File: config.mk
export PLATFORM = sky130hd
export DESIGN_NAME = inverter_pwm_startup_sequencer_top
export DESIGN_NICKNAME = d
export VERILOG_FILES = /design/src/ipss_pkg.sv /design/src/ipss_window.sv /design/src/ipss_core.sv /design/src/inverter_pwm_startup_sequencer_top.sv
export SDC_FILE = /design/constraint.sdc
export NUM_CORES = 1
export LEC_CHECK = 0
export BUFFER_PORTS_ARGS = -buffer_cell sky130_fd_sc_hd__buf_4
export CAP_MARGIN = 25
export CORE_MARGIN = 5
export CORE_UTILIZATION = 58
export CTS_BUF_LIST = sky130_fd_sc_hd__clkbuf_4
export DETAILED_ROUTE_END_ITERATION = 16
export GPL_ROUTABILITY_DRIVEN = 0
export PLACE_DENSITY = 0.83
export SLEW_MARGIN = 20
export SYNTH_ARGS = -nofsm -noshare
export SYNTH_HDL_FRONTEND = slang
export SYNTH_SLANG_ARGS = --single-unit
File: constraint.sdc
create_clock -name clk -period 6.5 [get_ports clk]
set_input_delay 0.975 -clock clk [delete_from_list [all_inputs] [get_ports clk]]
set_output_delay 0.975 -clock clk [all_outputs]
set_load 0.005 [all_outputs]
File: src/ipss_pkg.sv
// Package for the inverter PWM start-up sequencer.
// Widths, codes and the structs shared by the core, the top level and the checker.
// No dependencies.
package ipss_pkg;

  localparam int TIMER_BITS    = 16;
  localparam int ADC_BITS      = 12;
  localparam int CFG_TICK_BITS = 16;
  localparam int CFG_WIN_BITS  = 12;
  localparam int CMP_BITS      = (TIMER_BITS > CFG_TICK_BITS) ? TIMER_BITS : CFG_TICK_BITS;
  localparam int ADDR_BITS     = 4;
  localparam int DATA_BITS     = 32;

  localparam logic [1:0] MODE_TICK  = 2'd0;
  localparam logic [1:0] MODE_START = 2'd1;
  localparam logic [1:0] MODE_STOP  = 2'd2;

  localparam logic [1:0] REG_PUMP_TIMEOUT = 2'd0;
  localparam logic [1:0] REG_CALIB_TICKS  = 2'd1;
  localparam logic [1:0] REG_WIN_LOW      = 2'd2;
  localparam logic [1:0] REG_WIN_HIGH     = 2'd3;

  localparam logic [CFG_TICK_BITS-1:0] RST_PUMP_TIMEOUT = CFG_TICK_BITS'(1000);
  localparam logic [CFG_TICK_BITS-1:0] RST_CALIB_TICKS  = CFG_TICK_BITS'(500);
  localparam logic [ADC_BITS-1:0]      RST_WIN_LOW      = ADC_BITS'(100);
  localparam logic [ADC_BITS-1:0]      RST_WIN_HIGH     = ADC_BITS'(3995);

  localparam logic [1:0] PWM_NONE    = 2'd0;
  localparam logic [1:0] PWM_ENABLE  = 2'd1;
  localparam logic [1:0] PWM_DISABLE = 2'd2;

  localparam logic [3:0] PH_STOP       = 4'd0;
  localparam logic [3:0] PH_PUMP_SETUP = 4'd1;
  localparam logic [3:0] PH_PUMPING    = 4'd2;
  localparam logic [3:0] PH_CALIBRATE  = 4'd3;
  localparam logic [3:0] PH_COMP_SETUP = 4'd4;
  localparam logic [3:0] PH_PRESTART   = 4'd5;
  localparam logic [3:0] PH_START      = 4'd6;
  localparam logic [3:0] PH_RUN        = 4'd7;
  localparam logic [3:0] PH_FAULT      = 4'd8;

  typedef struct packed {
    logic [CFG_TICK_BITS-1:0] pump_timeout_ticks;
    logic [CFG_TICK_BITS-1:0] calibration_ticks;
    logic [ADC_BITS-1:0]      adc_window_low;
    logic [ADC_BITS-1:0]      adc_window_high;
  } ipss_cfg_t;

  typedef struct packed {
    logic [1:0]          mode;
    logic [ADC_BITS-1:0] adc_u;
    logic [ADC_BITS-1:0] adc_v;
    logic [ADC_BITS-1:0] adc_w;
    logic                bus_comp_fault;
  } ipss_item_t;

  typedef struct packed {
    logic [3:0] phase;
    logic       pump_init;
    logic       pump_pulse;
    logic       pump_release;
    logic       calib_begin;
    logic       calib_step;
    logic       oc_comp_start;
    logic       oc_comp_stop;
    logic       bus_comp_count_mode;
    logic [1:0] pwm_command;
    logic       zero_duty;
    logic       pump_timeout;
  } ipss_result_t;

endpackage

File: src/ipss_window.sv
// ADC window check on the three phase current channels.
// Depends on ipss_pkg.
module ipss_window (
  input  logic [ipss_pkg::ADC_BITS-1:0] adc_u,
  input  logic [ipss_pkg::ADC_BITS-1:0] adc_v,
  input  logic [ipss_pkg::ADC_BITS-1:0] adc_w,
  input  logic [ipss_pkg::ADC_BITS-1:0] win_low,
  input  logic [ipss_pkg::ADC_BITS-1:0] win_high,
  output logic                          ok
);
  import ipss_pkg::*;

  logic ok_u;
  logic ok_v;
  logic ok_w;

  assign ok_u = (win_low < adc_u) && (adc_u < win_high);
  assign ok_v = (win_low < adc_v) && (adc_v < win_high);
  assign ok_w = (win_low < adc_w) && (adc_w < win_high);
  assign ok   = ok_u && ok_v && ok_w;

endmodule

File: src/ipss_core.sv
// Phase machine, phase timer and request flags of the start-up sequencer.
// Depends on ipss_pkg and ipss_window.
module ipss_core (
  input  logic                  clk,
  input  logic                  rst,
  input  logic                  step,
  input  ipss_pkg::ipss_item_t  item,
  input  ipss_pkg::ipss_cfg_t   cfg,
  output ipss_pkg::ipss_result_t res
);
  import ipss_pkg::*;

  typedef enum logic [8:0] {
    ST_STOP       = 9'b000000001,
    ST_PUMP_SETUP = 9'b000000010,
    ST_PUMPING    = 9'b000000100,
    ST_CALIBRATE  = 9'b000001000,
    ST_COMP_SETUP = 9'b000010000,
    ST_PRESTART   = 9'b000100000,
    ST_START      = 9'b001000000,
    ST_RUN        = 9'b010000000,
    ST_FAULT      = 9'b100000000
  } state_t;

  state_t                state;
  state_t                state_next;
  logic [TIMER_BITS-1:0] timer;
  logic [TIMER_BITS-1:0] timer_next;
  logic [TIMER_BITS-1:0] timer_inc;
  logic                  start_pending;
  logic                  start_pending_next;
  logic                  stop_pending;
  logic                  stop_pending_next;
  logic                  win_ok;
  logic                  pump_expired;
  logic                  calib_expired;

  ipss_window u_window (
    .adc_u    (item.adc_u),
    .adc_v    (item.adc_v),
    .adc_w    (item.adc_w),
    .win_low  (cfg.adc_window_low),
    .win_high (cfg.adc_window_high),
    .ok       (win_ok)
  );

  assign timer_inc     = (timer == {TIMER_BITS{1'b1}}) ? timer : timer + 1'b1;
  assign pump_expired  = CMP_BITS'(timer_inc) > CMP_BITS'(cfg.pump_timeout_ticks);
  assign calib_expired = CMP_BITS'(timer_inc) > CMP_BITS'(cfg.calibration_ticks);

  always_comb begin
    state_next         = state;
    timer_next         = timer;
    start_pending_next = start_pending;
    stop_pending_next  = stop_pending;
    res                = '0;
    case (item.mode)
      MODE_START: begin
        start_pending_next = 1'b1;
        stop_pending_next  = 1'b0;
      end
      MODE_STOP: begin
        stop_pending_next  = 1'b1;
        start_pending_next = 1'b0;
      end
      MODE_TICK: begin
        case (state)
          ST_STOP: begin
            if (start_pending) begin
              start_pending_next = 1'b0;
              state_next         = ST_PUMP_SETUP;
            end
            res.oc_comp_stop  = 1'b1;
            stop_pending_next = 1'b0;
            timer_next        = '0;
          end
          ST_PUMP_SETUP: begin
            res.pump_init = 1'b1;
            state_next    = ST_PUMPING;
          end
          ST_PUMPING: begin
            if (win_ok) begin
              timer_next      = '0;
              state_next      = ST_CALIBRATE;
              res.calib_begin = 1'b1;
            end else begin
              timer_next = timer_inc;
              if (pump_expired) begin
                state_next       = ST_FAULT;
                res.pump_timeout = 1'b1;
              end else if (item.bus_comp_fault) begin
                state_next = ST_FAULT;
              end else begin
                res.pump_pulse = 1'b1;
              end
            end
          end
          ST_CALIBRATE: begin
            if (stop_pending) begin
              stop_pending_next       = 1'b0;
              state_next              = ST_STOP;
              res.bus_comp_count_mode = 1'b1;
            end else begin
              timer_next     = timer_inc;
              res.calib_step = 1'b1;
              if (item.bus_comp_fault) begin
                state_next = ST_FAULT;
              end else begin
                res.pump_pulse = 1'b1;
                if (calib_expired) begin
                  state_next = ST_COMP_SETUP;
                end
              end
            end
          end
          ST_COMP_SETUP: begin
            if (!win_ok) begin
              state_next = ST_FAULT;
            end else begin
              res.bus_comp_count_mode = 1'b1;
              res.pump_release        = 1'b1;
              res.oc_comp_start       = 1'b1;
              res.pwm_command         = PWM_ENABLE;
              state_next              = ST_PRESTART;
              timer_next              = '0;
            end
          end
          ST_PRESTART: begin
            timer_next     = timer_inc;
            res.zero_duty  = 1'b1;
            res.calib_step = 1'b1;
            if (calib_expired) begin
              state_next = ST_START;
            end
          end
          ST_START: begin
            res.pwm_command = PWM_ENABLE;
            state_next      = ST_RUN;
          end
          ST_RUN: begin
            if (stop_pending) begin
              stop_pending_next = 1'b0;
              state_next        = ST_STOP;
              res.pwm_command   = PWM_DISABLE;
            end
          end
          ST_FAULT: begin
            res.pump_release = 1'b1;
            if (stop_pending) begin
              stop_pending_next       = 1'b0;
              state_next              = ST_STOP;
              res.bus_comp_count_mode = 1'b1;
            end
          end
          default: begin
            state_next = state;
          end
        endcase
      end
      default: begin
        state_next = state;
      end
    endcase

    case (state_next)
      ST_STOP:       res.phase = PH_STOP;
      ST_PUMP_SETUP: res.phase = PH_PUMP_SETUP;
      ST_PUMPING:    res.phase = PH_PUMPING;
      ST_CALIBRATE:  res.phase = PH_CALIBRATE;
      ST_COMP_SETUP: res.phase = PH_COMP_SETUP;
      ST_PRESTART:   res.phase = PH_PRESTART;
      ST_START:      res.phase = PH_START;
      ST_RUN:        res.phase = PH_RUN;
      ST_FAULT:      res.phase = PH_FAULT;
      default:       res.phase = PH_STOP;
    endcase
  end

  always_ff @(posedge clk) begin
    if (rst) begin
      state         <= ST_STOP;
      timer         <= '0;
      start_pending <= 1'b0;
      stop_pending  <= 1'b0;
    end else if (step) begin
      state         <= state_next;
      timer         <= timer_next;
      start_pending <= start_pending_next;
      stop_pending  <= stop_pending_next;
    end
  end

endmodule

File: src/inverter_pwm_startup_sequencer_top.sv
// Top level of the inverter PWM start-up sequencer: input register, APB registers,
// sequencer core and result register. Depends on ipss_pkg and ipss_core.
//
// Usage:
//   Input channel (in_valid/in_stall) carries one item per transfer: mode selects
//   a control tick, a start request or a stop request; ticks use the three ADC
//   readings and the bus comparator fault. Every item yields exactly one result
//   on the output channel (out_valid/out_stall): the phase after the item and
//   the hardware strobes for that tick.
//   Throughput is one item per cycle while the receiver does not stall; the phase
//   machine and timer update in one pass between the input register and the
//   result register.
//   While the receiver stalls, the result register holds and the input register
//   still takes one more item; in_stall rises once both are full.
//   The user must write registers over APB only while the block is idle; the block
//   does not enforce it. pready is always high; reads return the register values.
//   Reset (rst, synchronous) empties both registers, puts the sequencer in the
//   stop phase with timer and request flags clear, and loads the register
//   defaults.
module inverter_pwm_startup_sequencer_top (
  input  logic                           clk,
  input  logic                           rst,
  input  logic                           psel,
  input  logic                           penable,
  input  logic                           pwrite,
  input  logic [ipss_pkg::ADDR_BITS-1:0] paddr,
  input  logic [ipss_pkg::DATA_BITS-1:0] pwdata,
  output logic [ipss_pkg::DATA_BITS-1:0] prdata,
  output logic                           pready,
  input  logic                           in_valid,
  output logic                           in_stall,
  input  logic [1:0]                     mode,
  input  logic [ipss_pkg::ADC_BITS-1:0]  adc_u,
  input  logic [ipss_pkg::ADC_BITS-1:0]  adc_v,
  input  logic [ipss_pkg::ADC_BITS-1:0]  adc_w,
  input  logic                           bus_comp_fault,
  output logic                           out_valid,
  input  logic                           out_stall,
  output logic [3:0]                     phase,
  output logic                           pump_init,
  output logic                           pump_pulse,
  output logic                           pump_release,
  output logic                           calib_begin,
  output logic                           calib_step,
  output logic                           oc_comp_start,
  output logic                           oc_comp_stop,
  output logic                           bus_comp_count_mode,
  output logic [1:0]                     pwm_command,
  output logic                           zero_duty,
  output logic                           pump_timeout
);
  import ipss_pkg::*;

  ipss_cfg_t    cfg;
  ipss_item_t   item;
  ipss_result_t res;
  ipss_result_t out_res;
  logic         item_valid;
  logic         advance;
  logic         accept;
  logic         cfg_write;
  logic [1:0]   reg_index;

  assign pready    = 1'b1;
  assign reg_index = paddr[3:2];
  assign cfg_write = psel && penable && pwrite && pready;

  always_ff @(posedge clk) begin
    if (rst) begin
      cfg.pump_timeout_ticks <= RST_PUMP_TIMEOUT;
      cfg.calibration_ticks  <= RST_CALIB_TICKS;
      cfg.adc_window_low     <= RST_WIN_LOW;
      cfg.adc_window_high    <= RST_WIN_HIGH;
    end else if (cfg_write) begin
      case (reg_index)
        REG_PUMP_TIMEOUT: cfg.pump_timeout_ticks <= pwdata[CFG_TICK_BITS-1:0];
        REG_CALIB_TICKS:  cfg.calibration_ticks  <= pwdata[CFG_TICK_BITS-1:0];
        REG_WIN_LOW:      cfg.adc_window_low  <= ADC_BITS'(pwdata[CFG_WIN_BITS-1:0]);
        REG_WIN_HIGH:     cfg.adc_window_high <= ADC_BITS'(pwdata[CFG_WIN_BITS-1:0]);
        default:          cfg.pump_timeout_ticks <= cfg.pump_timeout_ticks;
      endcase
    end
  end

  always_comb begin
    case (reg_index)
      REG_PUMP_TIMEOUT: prdata = DATA_BITS'(cfg.pump_timeout_ticks);
      REG_CALIB_TICKS:  prdata = DATA_BITS'(cfg.calibration_ticks);
      REG_WIN_LOW:      prdata = DATA_BITS'(cfg.adc_window_low);
      REG_WIN_HIGH:     prdata = DATA_BITS'(cfg.adc_window_high);
      default:          prdata = '0;
    endcase
  end

  assign advance  = item_valid && (!out_valid || !out_stall);
  assign in_stall = item_valid && !advance;
  assign accept   = in_valid && !in_stall;

  always_ff @(posedge clk) begin
    if (rst) begin
      item_valid <= 1'b0;
    end else if (accept) begin
      item_valid <= 1'b1;
    end else if (advance) begin
      item_valid <= 1'b0;
    end
  end

  always_ff @(posedge clk) begin
    if (accept) begin
      item.mode           <= mode;
      item.adc_u          <= adc_u;
      item.adc_v          <= adc_v;
      item.adc_w          <= adc_w;
      item.bus_comp_fault <= bus_comp_fault;
    end
  end

  ipss_core u_core (
    .clk  (clk),
    .rst  (rst),
    .step (advance),
    .item (item),
    .cfg  (cfg),
    .res  (res)
  );

  always_ff @(posedge clk) begin
    if (rst) begin
      out_valid <= 1'b0;
    end else if (advance) begin
      out_valid <= 1'b1;
    end else if (!out_stall) begin
      out_valid <= 1'b0;
    end
  end

  always_ff @(posedge clk) begin
    if (advance) begin
      out_res <= res;
    end
  end

  assign phase               = out_res.phase;
  assign pump_init           = out_res.pump_init;
  assign pump_pulse          = out_res.pump_pulse;
  assign pump_release        = out_res.pump_release;
  assign calib_begin         = out_res.calib_begin;
  assign calib_step          = out_res.calib_step;
  assign oc_comp_start       = out_res.oc_comp_start;
  assign oc_comp_stop        = out_res.oc_comp_stop;
  assign bus_comp_count_mode = out_res.bus_comp_count_mode;
  assign pwm_command         = out_res.pwm_command;
  assign zero_duty           = out_res.zero_duty;
  assign pump_timeout        = out_res.pump_timeout;

endmodule

==> results.cfg <==
[timing]
worst_pin_slew_ps = 982
rsz0062_at_grt = false
period_share_pct = 83.3
hold_viol_final = 0
fin_tns_setup_ps = 0
finalSetupViolCount = 0
skew_ps = 16.5
slew_headroom_pct = 34.4
fmax_mhz = 185
fin_crit_ps = 5410
finalMaxSlewViolations = 0

[clock_tree]
cts.sinks = 140
cts_htree_levels = 4
cts_buffers = 17
cts_resized = 0
clkLatencyLatePin_ps = 560
clk_path_buf_depth = 2
root_buffer = clkbuf_4
clk_pin_slew_ps = 110
cts_tree = yes
postCtsSetupRepairBufs = 0
holdBufCountCts = 0

[placed_design]
dp_hpwl_microns = 15400
port_buffers = 97

[cells_and_area]
finish.utilization_pct = 66.6
areaGrowthSynthToFinish_pct = 12.4
n_antenna_cell = 0
layout.nets = 1218
drive_gt1_share_pct = 14.8

[route]
wl_microns = 20300
drtIter0Drc = 851
wl_per_cell_microns = 16.5
dr.pass1.iters = 5
drc = 0
vias_per_cell = 5.91
ant_nets = 0
vias = 7299

[critical_path]
reg2reg_setup_slack_ps = 1090
worstPathRequired_ps = 6820
crit_fanout = 8
path_class = flip-flop to flip-flop
end_kind = flip-flop
worstReg2RegStart = u_core.timer[0]
critPathLaunchType = flip-flop
crit_start = u_core.timer[0]
arrival_ps = 5730

[floorplan]
rows = 44
die_w_microns = 132
start_util_pct = 59.2
die_y_microns = 132
design.die.area_sq_um = 17400
fp.coreArea_sq_um = 14600
pin_count = 133

[outcome]
status = completed

[hold_path]
min-delay-start = cfg[50]
hold_class = flip-flop to flip-flop

[synthesis]
yosysWarnings = 0
avgSynthCellArea_sq_um = 8.98
synth-xor-area-share_pct = 1.72
synthArstFlopShare_pct = 0
synth_top_family_by_area = simple AND/OR/NAND/NOR gates
synth-edff-count = 55
synth_compound_area_share_pct = 15.6
synthMuxAreaShare_pct = 3.84
synthSimpleGateAreaFrac_pct = 18.6
synth-seq-area-share_pct = 38.8
syn_inst = 961
synth.top_cells.by_area = dfxtp_1, edfxtp_1, ha_1, nand2_1, a21oi_1
synth_fa_ha_area_share_pct = 14.1
yosysTopAreaCellShare_pct = 19.7
ys_types = 72
ys_seq_elements = 140
synth_top_area_cell = dfxtp_1
synth_area_sq_um = 8630
synth_flop_cell = dfxtp_1

[power]
peakVddDrop_mv = 0.137
p_sw_share_pct = 25.3
p_sw_uw = 460
pwr-share-comb_pct = 12.9
pwr-share-seq_pct = 53.3
p_per_area_nw_per_um2 = 187
leakage_uw = 0.00414
p_clk_share_pct = 33.7
p_int_uw = 1360

[global_route]
grt_pass1_wl_microns = 33600
antenna_found_initial = 0
grt_max_degree = 61
grt_pass1_vias = 7113
overflow = 0
grt_usage_pct = 23.1

[flow_run]
drv_cap = 0
[area by class of cell]
class / instances / area (sq um)
Clock buffer: 20 / 150
Clock inverter: 12 / 154
Fill cell: 1121 / 4880
Inverter: 87 / 327
Multi-Input combinational cell: 691 / 4720
Sequential cell: 140 / 3350
Tap cell: 184 / 230
Timing Repair Buffer: 102 / 773
[metal layers]
| layer | GRT usage, % | wire (microns) | vias up |
|---|---|---|---|
| li1 | - | - | 3592 |
| met1 | 28.8 | 8440 | 3374 |
| met2 | 39.2 | 9840 | 272 |
| met3 | 4.77 | 1360 | 61 |
| met4 | 9.43 | 693 | 0 |
| met5 | 0 | 0 | - |
[through the flow]
stage / hold WS (ps) / area (sq um) / setup WS, ps / instances / total power, uW
6_report: 478 / 9710 / 1090 / 1236 / 1820
5_1_grt: 500 / 9710 / 668 / 1236 / 1900
4_1_cts: 478 / 9690 / 1110 / 1235 / 1820
3_5_place_dp: 463 / 9390 / 1130 / 1203 / 1220
3_3_place_gp: 455 / 9380 / 1180 / 1201 / 1210
2_1_floorplan: 446 / 8690 / 1730 / 976 / 1130
[placed cells by master (no fill, tap or decap), types with 11 or more instances in the layout]
| cell type | count |
|---|---|
| dfxtp_1 | 85 |
| edfxtp_1 | 55 |
| nor2_1 | 62 |
| nand3_1 | 30 |
| inv_1 | 86 |
| ha_1 | 97 |
| a21oi_1 | 75 |
| o211ai_1 | 25 |
| a211oi_1 | 15 |
| nand4_1 | 21 |
| xnor2_1 | 12 |
| nand2_1 | 141 |
| a22oi_1 | 11 |
| nor3_1 | 17 |
| buf_4 | 101 |
| conb_1 | 17 |
| o21ai_0 | 20 |
| mux4_2 | 12 |
| clkbuf_4 | 20 |
[state kept, by name (all words and copies together) (netlist names), 2 cells and up]
name / flops
u_core.state: 9
phase: 4
cfg: 56
u_core.timer: 16
item: 39
pwm_command: 2
[worst paths after layout]
check,cells past startpoint,endpoint
setup / recovery,19,phase[1]
hold / removal,2,cfg[50]
setup reg to reg,19,phase[1]
hold reg to reg,2,cfg[50]
[power groups by stage]
| stage | sequential, uW | combinational, uW | clock, uW |
|---|---|---|---|
| floorplan | 975 | 159 | 0 |
| global placement | 988 | 225 | 0 |
| detailed placement | 989 | 231 | 0 |
| CTS | 969 | 232 | 621 |
| global route | 973 | 261 | 662 |
| finish | 969 | 235 | 613 |
[cell families after synthesis]
| group | Yosys count |
|---|---|
| xor gates and xnor gates | 17 |
| and+or+nand+nor | 338 |
| DFF | 140 |
| adders and majority gates | 97 |
| buffers and inverters | 145 |
| muxes | 18 |
| other | 2 |
| AOI/OAI and AO/OA | 204 |
[cell usage after synthesis (8+ instances only)]
master and number:
clkbuf_1 30, dfxtp_1 85, o211ai_1 25, a21oi_1 75, nand2b_1 10, xnor2_1 12
inv_1 86, buf_4 17, mux4_2 12, nand4_1 21, a31oi_1 9, ha_1 97
nand2_1 141, nor4_1 10, a211oi_1 15, nand3_1 30, and3_1 8, nor3_1 18
nor2_1 62, edfxtp_1 55, o21ai_0 20, o21a_1 10, a22oi_1 11
[critical path: stages, from the launching register on]
cell	delay, ps
dfxtp_1	450
ha_1	240
nand3_1	110
or4_1	690
and4_1	310
and3_1	240
and2_1	250
nand3_1	120
xnor2_1	120
ha_1	330
nand4_1	120
nor3_1	480
nand3_1	150
a21o_1	200
a21o_1	200
or4b_1	520
a41oi_2	310
nor2b_1	100
nand4_1	120
o22ai_1	100
(Power assumes the default switching activity.)
